[config.mk]
export PLATFORM = sky130hd
export DESIGN_NAME = soft_knee_linked_stereo_compressor
export DESIGN_NICKNAME = d
export VERILOG_FILES = /design/src/hdl/skc_pkg.sv /design/src/hdl/soft_knee_linked_stereo_compressor.sv /design/src/hdl/skc_front.sv /design/src/hdl/skc_queue.sv /design/src/hdl/skc_core.sv
export SDC_FILE = /design/constraint.sdc
export NUM_CORES = 2
export LEC_CHECK = 0
export ABC_AREA = 1
export BUFFER_PORTS_ARGS = -buffer_cell sky130_fd_sc_hd__buf_4
export CORE_AREA = 3 3 565 567
export CTS_CLUSTER_DIAMETER = 40
export DETAILED_ROUTE_END_ITERATION = 8
export DIE_AREA = 0 0 568 570
export REMOVE_ABC_BUFFERS = 1
export SYNTH_ARGS = -nofsm -noshare
export SYNTH_HDL_FRONTEND = slang
export SYNTH_SLANG_ARGS = --single-unit
[constraint.sdc]
create_clock -name clk -period 10.81 [get_ports clk]
set_clock_uncertainty 0.05 [all_clocks]
set_input_delay 1.6215 -clock clk [delete_from_list [all_inputs] [get_ports clk]]
set_output_delay 1.6215 -clock clk [all_outputs]
set_load 0.01 [all_outputs]
[src/hdl/skc_pkg.sv]
// Shared types and constants of the linked stereo compressor.
package skc_pkg;

  localparam int SAMPLE_BITS_DEFAULT = 24;
  localparam int LOG_TABLE_DEPTH_DEFAULT = 64;
  localparam int QUEUE_DEPTH = 2;
  localparam int CFG_INDEX_BITS = 3;
  localparam int CFG_DATA_BITS = 16;

  localparam logic [14:0] DB_FLOOR = 15'd25600;
  localparam logic [31:0] DB_PER_LOG2 = 32'd101008905;
  localparam logic [31:0] LOG2_PER_DB = 32'd2786635;

  localparam logic [14:0] THRESHOLD_RESET = 15'(-4608);
  localparam logic [15:0] RATIO_RESET = 16'd49152;
  localparam logic [11:0] KNEE_RESET = 12'd1536;
  localparam logic [15:0] ATTACK_RESET = 16'd65400;
  localparam logic [15:0] RELEASE_RESET = 16'd65527;
  localparam logic [15:0] MAKEUP_RESET = 16'd4096;

  typedef enum logic [CFG_INDEX_BITS-1:0] {
    REG_THRESHOLD = 3'd0,
    REG_RATIO     = 3'd1,
    REG_KNEE      = 3'd2,
    REG_ATTACK    = 3'd3,
    REG_RELEASE   = 3'd4,
    REG_MAKEUP    = 3'd5
  } reg_index_t;

  typedef struct packed {
    logic [14:0] threshold_db;
    logic [15:0] ratio_slope;
    logic [11:0] knee_width_db;
    logic [15:0] attack_coeff;
    logic [15:0] release_coeff;
    logic [15:0] makeup_gain;
  } cfg_t;

endpackage

[src/hdl/soft_knee_linked_stereo_compressor.sv]
// Top level of the soft-knee linked stereo compressor.
//
// Input stream s_*: one stereo pair per request, left and right signed samples.
// Output stream m_*: gain-applied left and right, saturated, and the present
// envelope gain reduction in 1/256 dB (25600 at the -100 dB floor).
// Registers are written through cfg_we / cfg_index / cfg_data while idle;
// unknown indexes are ignored.
// From input accept to output valid a pair passes the input register, the queue
// and the engine: all multiplications share one 32x32 multiplier, the level
// detector runs twice (peak, then envelope, each skipped at zero), the knee
// divider takes 12 steps, and the exponent takes one product per set fraction
// bit (up to 16). One pair is processed at a time; the next is taken the cycle
// after the previous one leaves the engine.
// An input register and a two-entry queue keep s_tready high while a result
// waits; when the receiver stalls, the result holds in the output register and
// the engine waits at completion, then the queue fills and s_tready drops.
// Reset restores register defaults and zeroes the envelope, so output is muted
// until the envelope rises.
module soft_knee_linked_stereo_compressor
  import skc_pkg::*;
#(
  parameter int SAMPLE_BITS = SAMPLE_BITS_DEFAULT,
  parameter int LOG_TABLE_DEPTH = LOG_TABLE_DEPTH_DEFAULT
) (
  input  logic                                       clk,
  input  logic                                       rst,
  input  logic                                       s_tvalid,
  output logic                                       s_tready,
  // left_sample, right_sample
  input  logic [((2*SAMPLE_BITS+7)/8)*8-1:0]         s_tdata,
  output logic                                       m_tvalid,
  input  logic                                       m_tready,
  // left_out, right_out, gain_reduction_db
  output logic [((2*SAMPLE_BITS+15+7)/8)*8-1:0]      m_tdata,
  input  logic                                       cfg_we,
  input  logic [CFG_INDEX_BITS-1:0]                  cfg_index,
  input  logic [CFG_DATA_BITS-1:0]                   cfg_data
);

  localparam int QW = 3 * SAMPLE_BITS + 2;
  localparam int OW = ((2 * SAMPLE_BITS + 15 + 7) / 8) * 8;

  cfg_t                   cfg;
  logic                   fq_valid;
  logic                   fq_ready;
  logic [QW-1:0]          fq_data;
  logic                   qc_valid;
  logic                   qc_ready;
  logic [QW-1:0]          qc_data;
  logic [SAMPLE_BITS-1:0] left_out;
  logic [SAMPLE_BITS-1:0] right_out;
  logic [14:0]            gr_out;

  always_ff @(posedge clk) begin
    if (rst) begin
      cfg.threshold_db <= THRESHOLD_RESET;
      cfg.ratio_slope <= RATIO_RESET;
      cfg.knee_width_db <= KNEE_RESET;
      cfg.attack_coeff <= ATTACK_RESET;
      cfg.release_coeff <= RELEASE_RESET;
      cfg.makeup_gain <= MAKEUP_RESET;
    end else if (cfg_we) begin
      unique case (reg_index_t'(cfg_index))
        REG_THRESHOLD: cfg.threshold_db <= cfg_data[14:0];
        REG_RATIO:     cfg.ratio_slope <= cfg_data;
        REG_KNEE:      cfg.knee_width_db <= cfg_data[11:0];
        REG_ATTACK:    cfg.attack_coeff <= cfg_data;
        REG_RELEASE:   cfg.release_coeff <= cfg_data;
        REG_MAKEUP:    cfg.makeup_gain <= cfg_data;
        default:       cfg <= cfg;
      endcase
    end
  end

  skc_front #(
    .SAMPLE_BITS(SAMPLE_BITS)
  ) u_front (
    .clk(clk),
    .rst(rst),
    .in_valid(s_tvalid),
    .in_ready(s_tready),
    .left_sample(s_tdata[SAMPLE_BITS-1:0]),
    .right_sample(s_tdata[2*SAMPLE_BITS-1:SAMPLE_BITS]),
    .q_valid(fq_valid),
    .q_ready(fq_ready),
    .q_data(fq_data)
  );

  skc_queue #(
    .WIDTH(QW)
  ) u_queue (
    .clk(clk),
    .rst(rst),
    .in_valid(fq_valid),
    .in_ready(fq_ready),
    .in_data(fq_data),
    .out_valid(qc_valid),
    .out_ready(qc_ready),
    .out_data(qc_data)
  );

  skc_core #(
    .SAMPLE_BITS(SAMPLE_BITS),
    .LOG_TABLE_DEPTH(LOG_TABLE_DEPTH)
  ) u_core (
    .clk(clk),
    .rst(rst),
    .cfg(cfg),
    .q_valid(qc_valid),
    .q_ready(qc_ready),
    .q_data(qc_data),
    .out_valid(m_tvalid),
    .out_ready(m_tready),
    .left_out(left_out),
    .right_out(right_out),
    .gr_out(gr_out)
  );

  assign m_tdata = OW'({gr_out, right_out, left_out});

endmodule

[src/hdl/skc_front.sv]
// Input stage: takes a stereo request, forms magnitudes and the linked peak.
module skc_front
  import skc_pkg::*;
#(
  parameter int SAMPLE_BITS = SAMPLE_BITS_DEFAULT
) (
  input  logic                       clk,
  input  logic                       rst,
  input  logic                       in_valid,
  output logic                       in_ready,
  input  logic [SAMPLE_BITS-1:0]     left_sample,
  input  logic [SAMPLE_BITS-1:0]     right_sample,
  output logic                       q_valid,
  input  logic                       q_ready,
  output logic [3*SAMPLE_BITS+1:0]   q_data
);

  logic                   hold_v;
  logic [SAMPLE_BITS-1:0] mag_l;
  logic [SAMPLE_BITS-1:0] mag_r;
  logic [SAMPLE_BITS-1:0] peak;

  always_comb begin
    mag_l = left_sample[SAMPLE_BITS-1] ? (~left_sample + 1'b1) : left_sample;
    mag_r = right_sample[SAMPLE_BITS-1] ? (~right_sample + 1'b1) : right_sample;
    peak = (mag_l > mag_r) ? mag_l : mag_r;
  end

  assign in_ready = !hold_v || q_ready;
  assign q_valid = hold_v;

  always_ff @(posedge clk) begin
    if (rst) begin
      hold_v <= 1'b0;
    end else if (in_valid && in_ready) begin
      hold_v <= 1'b1;
    end else if (q_ready) begin
      hold_v <= 1'b0;
    end
  end

  // layout from lsb: peak, left magnitude, left sign, right magnitude, right sign
  always_ff @(posedge clk) begin
    if (in_valid && in_ready) begin
      q_data <= {right_sample[SAMPLE_BITS-1], mag_r, left_sample[SAMPLE_BITS-1], mag_l, peak};
    end
  end

endmodule

[src/hdl/skc_queue.sv]
// Short queue between the input stage and the gain engine.
module skc_queue
  import skc_pkg::*;
#(
  parameter int WIDTH = 3 * SAMPLE_BITS_DEFAULT + 2
) (
  input  logic             clk,
  input  logic             rst,
  input  logic             in_valid,
  output logic             in_ready,
  input  logic [WIDTH-1:0] in_data,
  output logic             out_valid,
  input  logic             out_ready,
  output logic [WIDTH-1:0] out_data
);

  localparam int PW = (QUEUE_DEPTH > 1) ? $clog2(QUEUE_DEPTH) : 1;
  localparam int CW = $clog2(QUEUE_DEPTH + 1);

  logic [WIDTH-1:0] mem [QUEUE_DEPTH];
  logic [PW-1:0]    wp;
  logic [PW-1:0]    rp;
  logic [CW-1:0]    count;
  logic             push;
  logic             pop;

  assign in_ready = (count != CW'(QUEUE_DEPTH));
  assign out_valid = (count != '0);
  assign out_data = mem[rp];
  assign push = in_valid && in_ready;
  assign pop = out_valid && out_ready;

  always_ff @(posedge clk) begin
    if (rst) begin
      wp <= '0;
      rp <= '0;
      count <= '0;
    end else begin
      if (push) begin
        wp <= (wp == PW'(QUEUE_DEPTH - 1)) ? '0 : wp + 1'b1;
      end
      if (pop) begin
        rp <= (rp == PW'(QUEUE_DEPTH - 1)) ? '0 : rp + 1'b1;
      end
      if (push && !pop) begin
        count <= count + 1'b1;
      end else if (pop && !push) begin
        count <= count - 1'b1;
      end
    end
  end

  always_ff @(posedge clk) begin
    if (push) begin
      mem[wp] <= in_data;
    end
  end

endmodule

[src/hdl/skc_core.sv]
// Gain engine: level detect, gain computer, envelope and output scaling on one multiplier.
module skc_core
  import skc_pkg::*;
#(
  parameter int SAMPLE_BITS = SAMPLE_BITS_DEFAULT,
  parameter int LOG_TABLE_DEPTH = LOG_TABLE_DEPTH_DEFAULT
) (
  input  logic                     clk,
  input  logic                     rst,
  input  cfg_t                     cfg,
  input  logic                     q_valid,
  output logic                     q_ready,
  input  logic [3*SAMPLE_BITS+1:0] q_data,
  output logic                     out_valid,
  input  logic                     out_ready,
  output logic [SAMPLE_BITS-1:0]   left_out,
  output logic [SAMPLE_BITS-1:0]   right_out,
  output logic [14:0]              gr_out
);

  localparam int SB = SAMPLE_BITS;
  localparam int NW = (SAMPLE_BITS > 17) ? SAMPLE_BITS : 17;
  localparam int RW = $clog2(LOG_TABLE_DEPTH + 1);
  localparam logic [37:0] PMAX = 38'((64'd1 << (SAMPLE_BITS - 1)) - 64'd1);

  typedef enum logic [5:0] {
    IDLE, L_NORM, L_POS, L_IDX, L_RD1, L_INT, L_FRAC, L_DB, L_CLAMP,
    G_DIFF, G_SEL, K_SQ, K_S, K_DIVI, K_DIV, H_MUL, H_RES,
    T_MUL, T_SPLIT, E_STEP, E_ACC, E_SHIFT,
    V_C, V_M1, V_M2, V_SUM, V_TOT, V_TOTR,
    O_L, O_R, O_RD, DONE
  } state_t;

  function automatic logic [16:0] log_frac(input logic [63:0] y0);
    logic [63:0] y;
    logic [16:0] acc;
    y = y0;
    acc = '0;
    for (int k = 0; k < 16; k++) begin
      y = (y * y) >> 30;
      acc = {acc[15:0], 1'b0};
      if (y >= 64'h8000_0000) begin
        acc[0] = 1'b1;
        y = y >> 1;
      end
    end
    return acc;
  endfunction

  function automatic logic [63:0] isqrt64(input logic [63:0] v0);
    logic [63:0] v;
    logic [63:0] root;
    logic [63:0] b;
    v = v0;
    root = '0;
    b = 64'd1 << 62;
    for (int i = 0; i < 32; i++) begin
      if (v >= root + b) begin
        v = v - (root + b);
        root = (root >> 1) + b;
      end else begin
        root = root >> 1;
      end
      b = b >> 2;
    end
    return root;
  endfunction

  function automatic logic [63:0] exp_factor(input int k);
    logic [63:0] c;
    c = isqrt64(64'd1 << 59);
    for (int j = 0; j < 16; j++) begin
      if (j < k) begin
        c = isqrt64(c << 30);
      end
    end
    return c;
  endfunction

  function automatic logic [SAMPLE_BITS-1:0] sat_out(input logic [63:0] p, input logic neg);
    logic [37:0] q;
    q = 38'(p[63:16]) + 38'(p[15]);
    if (neg) begin
      return (q > PMAX + 1'b1) ? SB'(PMAX + 1'b1) : SB'(~q + 1'b1);
    end
    return (q > PMAX) ? SB'(PMAX) : SB'(q);
  endfunction

  logic [16:0] log_tab [LOG_TABLE_DEPTH+1];
  logic [29:0] exp_tab [16];

  for (genvar gi = 0; gi < LOG_TABLE_DEPTH; gi++) begin : g_log
    localparam logic [63:0] Y0 =
      ((64'(LOG_TABLE_DEPTH) + 64'(gi)) << 30) / LOG_TABLE_DEPTH;
    assign log_tab[gi] = log_frac(Y0);
  end
  assign log_tab[LOG_TABLE_DEPTH] = 17'd65536;

  for (genvar gi = 0; gi < 16; gi++) begin : g_exp
    assign exp_tab[gi] = 30'(exp_factor(gi));
  end

  state_t        state;
  logic          pass;
  logic [SB-1:0] magl_r;
  logic [SB-1:0] magr_r;
  logic          lsign_r;
  logic          rsign_r;
  logic [NW-1:0] norm;
  logic [4:0]    e_r;
  logic [RW-1:0] idx_r;
  logic [RW-1:0] rom_addr;
  logic [31:0]   rem_r;
  logic [16:0]   rom_q;
  logic [16:0]   lo_r;
  logic [20:0]   a_r;
  logic [14:0]   atten_r;
  logic signed [17:0] d_r;
  logic [12:0]   u_r;
  logic [43:0]   num_r;
  logic [43:0]   div_r;
  logic [11:0]   quo_r;
  logic [3:0]    cnt_r;
  logic [14:0]   gr_r;
  logic [4:0]    n_r;
  logic [15:0]   f_r;
  logic [3:0]    k_r;
  logic [30:0]   g_r;
  logic [16:0]   tg_r;
  logic [15:0]   c_r;
  logic [33:0]   acc_r;
  logic [16:0]   env;
  logic [20:0]   total_r;
  logic [SB-1:0] left_r;
  logic [SB-1:0] right_r;
  logic [31:0]   mul_a;
  logic [31:0]   mul_b;
  logic [63:0]   prod;

  logic [SB-1:0] q_peak;
  logic [31:0]   x_frac;
  logic [17:0]   frac;
  logic [20:0]   base;
  logic [32:0]   db_val;
  logic signed [17:0] d_next;
  logic signed [19:0] u_val;
  logic [19:0]   two_w;
  logic          knee;
  logic          hard;
  logic          div_ge;
  logic [21:0]   g2;
  logic [5:0]    rnd_sh;
  logic [39:0]   tg_tmp;

  assign q_peak = q_data[SB-1:0];
  assign q_ready = (state == IDLE);
  assign x_frac = {norm[NW-2:0], {(33 - NW){1'b0}}};

  always_comb begin
    frac = 18'(lo_r) + 18'(prod[63:32]);
    base = {e_r, 16'b0};
    db_val = 33'(prod[63:32]) + 33'(prod[31]);
    d_next = -$signed({3'b000, atten_r}) - $signed({{3{cfg.threshold_db[14]}}, cfg.threshold_db});
    u_val = $signed({d_r[17], d_r, 1'b0}) + $signed({8'b0, cfg.knee_width_db});
    two_w = {7'b0, cfg.knee_width_db, 1'b0};
    knee = (cfg.knee_width_db != '0) && !u_val[19] && (u_val <= $signed(two_w));
    hard = !u_val[19] && (u_val > $signed(two_w));
    div_ge = (num_r >= div_r);
    g2 = 22'(prod[63:16]) + 22'(prod[15]);
    rnd_sh = 6'(n_r) + 6'd13;
    tg_tmp = (40'(g_r) + (40'd1 << rnd_sh)) >> (rnd_sh + 6'd1);
    rom_addr = (state == L_RD1) ? RW'(idx_r + 1'b1) : prod[32 +: RW];
  end

  always_comb begin
    mul_a = '0;
    mul_b = '0;
    unique case (state)
      L_POS: begin
        mul_a = x_frac;
        mul_b = 32'(LOG_TABLE_DEPTH);
      end
      L_INT: begin
        mul_a = 32'(rom_q - lo_r);
        mul_b = rem_r;
      end
      L_DB: begin
        mul_a = 32'(a_r);
        mul_b = DB_PER_LOG2;
      end
      K_SQ: begin
        mul_a = 32'(u_r);
        mul_b = 32'(u_r);
      end
      K_S: begin
        mul_a = prod[31:0];
        mul_b = 32'(cfg.ratio_slope);
      end
      H_MUL: begin
        mul_a = 32'(d_r[14:0]);
        mul_b = 32'(cfg.ratio_slope);
      end
      T_MUL: begin
        mul_a = 32'(gr_r);
        mul_b = LOG2_PER_DB;
      end
      E_STEP: begin
        mul_a = 32'(g_r);
        mul_b = 32'(exp_tab[k_r]);
      end
      V_M1: begin
        mul_a = 32'(c_r);
        mul_b = 32'(env);
      end
      V_M2: begin
        mul_a = 32'(17'd65536 - 17'(c_r));
        mul_b = 32'(tg_r);
      end
      V_TOT: begin
        mul_a = 32'(env);
        mul_b = 32'(cfg.makeup_gain);
      end
      O_L: begin
        mul_a = 32'(magl_r);
        mul_b = 32'(total_r);
      end
      O_R: begin
        mul_a = 32'(magr_r);
        mul_b = 32'(total_r);
      end
      default: begin
        mul_a = '0;
        mul_b = '0;
      end
    endcase
  end

  always_ff @(posedge clk) begin
    prod <= 64'(mul_a) * 64'(mul_b);
    rom_q <= log_tab[rom_addr];
  end

  always_ff @(posedge clk) begin
    if (rst) begin
      state <= IDLE;
      pass <= 1'b0;
      env <= '0;
      out_valid <= 1'b0;
    end else begin
      if (out_valid && out_ready && state != DONE) begin
        out_valid <= 1'b0;
      end
      unique case (state)
        IDLE: begin
          if (q_valid) begin
            magl_r <= q_data[2*SB-1:SB];
            lsign_r <= q_data[2*SB];
            magr_r <= q_data[3*SB:2*SB+1];
            rsign_r <= q_data[3*SB+1];
            pass <= 1'b0;
            e_r <= '0;
            norm <= NW'(q_peak) << (NW - SB);
            if (q_peak == '0) begin
              atten_r <= DB_FLOOR;
              state <= G_DIFF;
            end else begin
              state <= L_NORM;
            end
          end
        end
        L_NORM: begin
          if (norm[NW-1]) begin
            state <= L_POS;
          end else if (norm[NW-1:NW-4] == 4'b0) begin
            norm <= norm << 4;
            e_r <= e_r + 5'd4;
          end else begin
            norm <= norm << 1;
            e_r <= e_r + 5'd1;
          end
        end
        L_POS: state <= L_IDX;
        L_IDX: begin
          idx_r <= prod[32 +: RW];
          rem_r <= prod[31:0];
          state <= L_RD1;
        end
        L_RD1: begin
          lo_r <= rom_q;
          state <= L_INT;
        end
        L_INT: state <= L_FRAC;
        L_FRAC: begin
          a_r <= (21'(frac) > base) ? '0 : base - 21'(frac);
          state <= L_DB;
        end
        L_DB: state <= L_CLAMP;
        L_CLAMP: begin
          atten_r <= (db_val > 33'(DB_FLOOR)) ? DB_FLOOR : db_val[14:0];
          state <= pass ? DONE : G_DIFF;
        end
        G_DIFF: begin
          d_r <= d_next;
          state <= G_SEL;
        end
        G_SEL: begin
          u_r <= u_val[12:0];
          if (knee) begin
            state <= K_SQ;
          end else if (hard) begin
            state <= H_MUL;
          end else begin
            gr_r <= '0;
            state <= T_MUL;
          end
        end
        K_SQ: state <= K_S;
        K_S: state <= K_DIVI;
        K_DIVI: begin
          num_r <= 44'(prod[42:0]) + (44'(cfg.knee_width_db) << 18);
          div_r <= 44'(cfg.knee_width_db) << 30;
          quo_r <= '0;
          cnt_r <= '0;
          state <= K_DIV;
        end
        K_DIV: begin
          if (div_ge) begin
            num_r <= num_r - div_r;
          end
          div_r <= div_r >> 1;
          quo_r <= {quo_r[10:0], div_ge};
          cnt_r <= cnt_r + 4'd1;
          if (cnt_r == 4'd11) begin
            gr_r <= 15'({quo_r[10:0], div_ge});
            state <= T_MUL;
          end
        end
        H_MUL: state <= H_RES;
        H_RES: begin
          gr_r <= 15'(prod[46:16] + 31'(prod[15]));
          state <= T_MUL;
        end
        T_MUL: state <= T_SPLIT;
        T_SPLIT: begin
          n_r <= g2[20:16];
          f_r <= g2[15:0];
          g_r <= 31'd1 << 30;
          k_r <= '0;
          state <= E_STEP;
        end
        E_STEP: begin
          if (f_r == '0) begin
            state <= E_SHIFT;
          end else if (f_r[15]) begin
            state <= E_ACC;
          end else begin
            f_r <= f_r << 1;
            k_r <= k_r + 4'd1;
          end
        end
        E_ACC: begin
          g_r <= 31'(prod[60:30] + 31'(prod[29]));
          f_r <= f_r << 1;
          k_r <= k_r + 4'd1;
          state <= E_STEP;
        end
        E_SHIFT: begin
          tg_r <= 17'(tg_tmp);
          state <= V_C;
        end
        V_C: begin
          c_r <= (tg_r < env) ? cfg.attack_coeff : cfg.release_coeff;
          state <= V_M1;
        end
        V_M1: state <= V_M2;
        V_M2: begin
          acc_r <= prod[33:0];
          state <= V_SUM;
        end
        V_SUM: begin
          env <= 17'((35'(acc_r) + 35'(prod[33:0]) + 35'd32768) >> 16);
          state <= V_TOT;
        end
        V_TOT: state <= V_TOTR;
        V_TOTR: begin
          total_r <= 21'(prod[32:12] + 21'(prod[11]));
          state <= O_L;
        end
        O_L: state <= O_R;
        O_R: begin
          left_r <= sat_out(prod, lsign_r);
          state <= O_RD;
        end
        O_RD: begin
          right_r <= sat_out(prod, rsign_r);
          pass <= 1'b1;
          e_r <= '0;
          norm <= NW'(env) << (NW - 17);
          if (env == '0) begin
            atten_r <= DB_FLOOR;
            state <= DONE;
          end else begin
            state <= L_NORM;
          end
        end
        DONE: begin
          if (!out_valid || out_ready) begin
            left_out <= left_r;
            right_out <= right_r;
            gr_out <= atten_r;
            out_valid <= 1'b1;
            state <= IDLE;
          end
        end
        default: state <= IDLE;
      endcase
    end
  end

endmodule

==> results list <==
- The run finished with clean final reports.
* Synthesized-area fraction occupied by adder cells: 27.9%
- Registers are responsible for 41.1% of the overall power.
- Num ports: 138
* Number of buffers added by the clock tree synthesis step: 133
- By instance count, the cell type seen most on the critical path is inv_1.
- Clock-pin slew was measured on the worst setup and hold paths at 0.06 ns.
- Combinational logic burns 19.2% of the power.
- Post-route ant nets: 0
- A synthesized cell averages 8.35 um2.
* Post-Synth Simple-Gate Area: 19.2%
- After synthesis, the share of flip-flops with an asynchronous set or reset is 0%.
- Category of the critical setup timing path: flip-flop to flip-flop
- The smallest clock period supported by the final layout is computed as 10.48 ns.
* Setup slack at placement: 0.375 ns
* Yosys Warn Count: 0
- The number of hold violations in the final report was 0.
* Synth top area share: 26.1%
- Maximum clock frequency: 95.4 MHz
* Crit path max-delay cell type: fa_1
- After layout, the worst path uses 96.9% of the clock period.
* Parity-gate share of the synthesized area counting xor and xnor cells: 3.07%
* Internal power consumption: 7.66 mW
* CP peak stage delay: 0.58 ns
- Mapped cell area: 91200 um2
- Remaining Overflow, GRT: 0
* Number of global-route vias before repair: 75603
- At the later pin of the worst-skew pair, clock insertion delay measures 0.78 ns.
- Routed wire length per instance: 23.6 um
- Die X-Extent: 568 um
* Startpoint type of the worst setup path: flip-flop
* Final setup fails: 0
- Cells with a size suffix above 1 make up 7.57% of the layout.
- For the pin with the worst max-slew slack, the measured transition is 1.20 ns.
- Largest vdd supply drop: 133 uV
* Yosys top cell by area: edfxtp_1
- Global routing used 22.2% of the available tracks across all layers.
- At the end of routability-driven placement, the weighted congestion stood at 1.05.
- The floorplan step set the die height to 570 um.
* Register area share after synthesis: 30.6%
- Pwr/cell area: 109 nW/um2
- Port-buffer cells: 136
* Setup_tns: 0 ns
- Summing the areas of all compound-gate instances in the mapped netlist gives 9.05% of the synthesized area.
* Worst rel slew slack: 19.2%
- Using the TritonRoute via totals, the vias-per-cell ratio works out to 5.08.
* Data arrival at the endpoint of the critical path: 11.10 ns
* Clock network fraction of design power: 39.7%
* NetSw: 3.68 mW
- The first routing iteration left 9200 violations.
- The tool flagged a number of max-cap violations equal to 0.
* Detailed-route DRC error count: 0
- For the worst setup path, the data required time is 11.43 ns.
* First-pass GRT wire length: 527 mm
- Filler cells: 33049
- Entering global routing, the biggest net connects 70 pins.
* Sort of element at the end of the critical path: flip-flop
* # rows: 206
* Clock root cell: clkbuf_16
- In this run the worst hold path is classified as flip-flop to flip-flop.
- Total count of max-transition violations in the final report: 0
- Top_reg_cell synth: edfxtp_1
- Synthesized instance count: 10917
* Hold buffer count at cts: 0
- Register-to-register setup slack: 0.33 ns
- Area growth syn-to-layout: 13.7%
- The synthesized design contains 794 enable-type register cells.
* Initial antenna violation count: 35
* Maximum number of buffers from clock root to sink: 3
- Yosys attributes the largest share of cell area to edfxtp_1, fa_1, nand2_1.
* Largest fanout on the critical path: 19
- The HPWL after detailed placement is 292 mm.
- The final layout contains 12750 nets.
- Fraction of power spent switching nets: 32.5%
- The number of different library cells used by synthesis comes to 78.
* Multiplexer area fraction after synthesis: 0.0549%
- Final routed wirelength across all metal layers: 365 mm
* Unrepaired setup endpoints after global routing: no
- Combinational family with the most area after synthesis: adder cells
- Area enclosed by the die boundary: 324000 um2
- Once the floorplan was initialized, standard cells occupied 29.0% of the core.
* Least setup slack across all paths after layout: 0.333 ns
- Summing over every cut layer, the via total after detailed routing is 78605.
- TritonCTS clock tree: built
- Maximum level of the CTS H-tree: 4
- The clock net in this run drives a total of 996 sinks.
- Leak: 48.0 nW
* Flip-flop and latch count after synthesis: 996
- Detailed-routing iteration count for the pre-antenna-repair pass: 8
- The region available for standard cell placement spans 315000 um2.
cells in the mapped netlist, drive strengths merged (20+ instances only):
cell type	number
nand2	2255
inv	2047
nor2	1154
fa	903
edfxtp	794
ha	585
o21ai	527
nand3	514
a21oi	486
clkbuf	286
xor2	229
dfxtp	202
nor3	136
nand4	89
xnor2	80
buf	78
a221oi	51
a31oi	50
o22ai	49
o211ai	45
nor4	40
a21o	39
clkinv	34
o21a	32
a211oi	30
or2	21
o221ai	20
power groups by stage:
stage	logic, mW	clock network (mW)	registers [mW]
finish	2.18	4.50	4.66
global route	2.35	4.72	4.68
CTS	2.13	4.57	4.66
detailed placement	2.12	0	4.74
global placement	2.12	0	4.74
floorplan	1.15	0	4.69
final timing paths:
check / from / to / depth (start not counted)
setup / recovery: u_core.state[3] / u_core.prod[62] / 43
hold reg to reg: u_core.rom_q[0] / u_core.lo_r[0] / 0
setup reg to reg: u_core.state[3] / u_core.prod[62] / 43
hold / removal: u_core.rom_q[0] / u_core.lo_r[0] / 0
per-stage QoR:
| step | instances | hold WS, ns | utilization (%) | cell area [um2] | total power [mW] |
|---|---|---|---|---|---|
| after global routing | 15460 | 0.369 | 32.9 | 104000 | 11.8 |
| after CTS | 15455 | 0.358 | 32.9 | 104000 | 11.4 |
| after floorplan | 10556 | 0.350 | - | 89700 | 5.84 |
| after detailed placement | 15210 | 0.355 | 31.5 | 99000 | 6.86 |
| final | 15482 | 0.360 | 32.9 | 104000 | 11.3 |
| after global placement | 15210 | 0.352 | 31.5 | 99000 | 6.86 |
cells by family after synthesis:
group | Yosys count
xor+xnor | 309
compound gates | 1429
flops | 996
mux | 5
other cells | 2
buf+inv | 2445
simple gates | 4243
fa+ha+maj | 1488
flip-flops by register name, indices dropped and copies added, names as in the netlist, 24 cells and up, named ones only:
signal	flops
cfg	91
u_core.acc_r	33
u_core.div_r	42
u_core.g_r	31
u_core.left_out	24
u_core.left_r	24
u_core.magl_r	24
u_core.magr_r	24
u_core.norm	24
u_core.num_r	44
u_core.prod	64
u_core.rem_r	32
u_core.right_out	24
u_core.right_r	24
u_front.q_data	74
u_queue.mem	148
cell usage in the layout, fill, tap and decap left out, drive strengths merged, types with 39 or more instances in the layout:
cell type / count
a21o: 39
a21oi: 486
a221oi: 51
a31oi: 50
buf: 499
clkbuf: 156
clkinv: 69
dfxtp: 202
edfxtp: 794
fa: 903
ha: 585
inv: 2085
nand2: 2255
nand3: 514
nand4: 89
nor2: 1154
nor3: 136
nor4: 40
o211ai: 45
o21ai: 527
o22ai: 49
xnor2: 80
xor2: 229
what timing repair did:
action | in CTS | in global routing
setup buffers | 0 | 5
gates resized for setup | 0 | 12
setup endpoints to repair | 0 | 22
area by class of cell:
class	count	area (um2)	share of cell area, %
diodes	22	55.1	0.0531
well taps	4160	5200	5.02
flip-flops and latches	996	27900	26.9
multi-input cells	7479	54200	52.3
clock buffers	156	3540	3.41
repair buffers	499	3960	3.82
clock inverters	89	985	0.950
inverters	2081	7830	7.56
layer usage:
metal,global-route usage [%],part of all wire (%),wire length [um]
met4,10.4,5.5,20100
met1,30.3,42,153000
met2,33.6,43,157000
met5,0,0.046,168
met3,4.43,9.6,35000
critical path: cells and delay by family, from the launching register on:
kind                     cells  cell delay, ns
AND/OR/NAND/NOR             15            2.16
flip-flops                   1            0.41
adder cells (fa/ha/maj)      9            4.27
AO/OA/AOI/OAI                5            1.17
buffers and inverters       14            2.25
No activity file was read; power rests on OpenSTA's default activity.
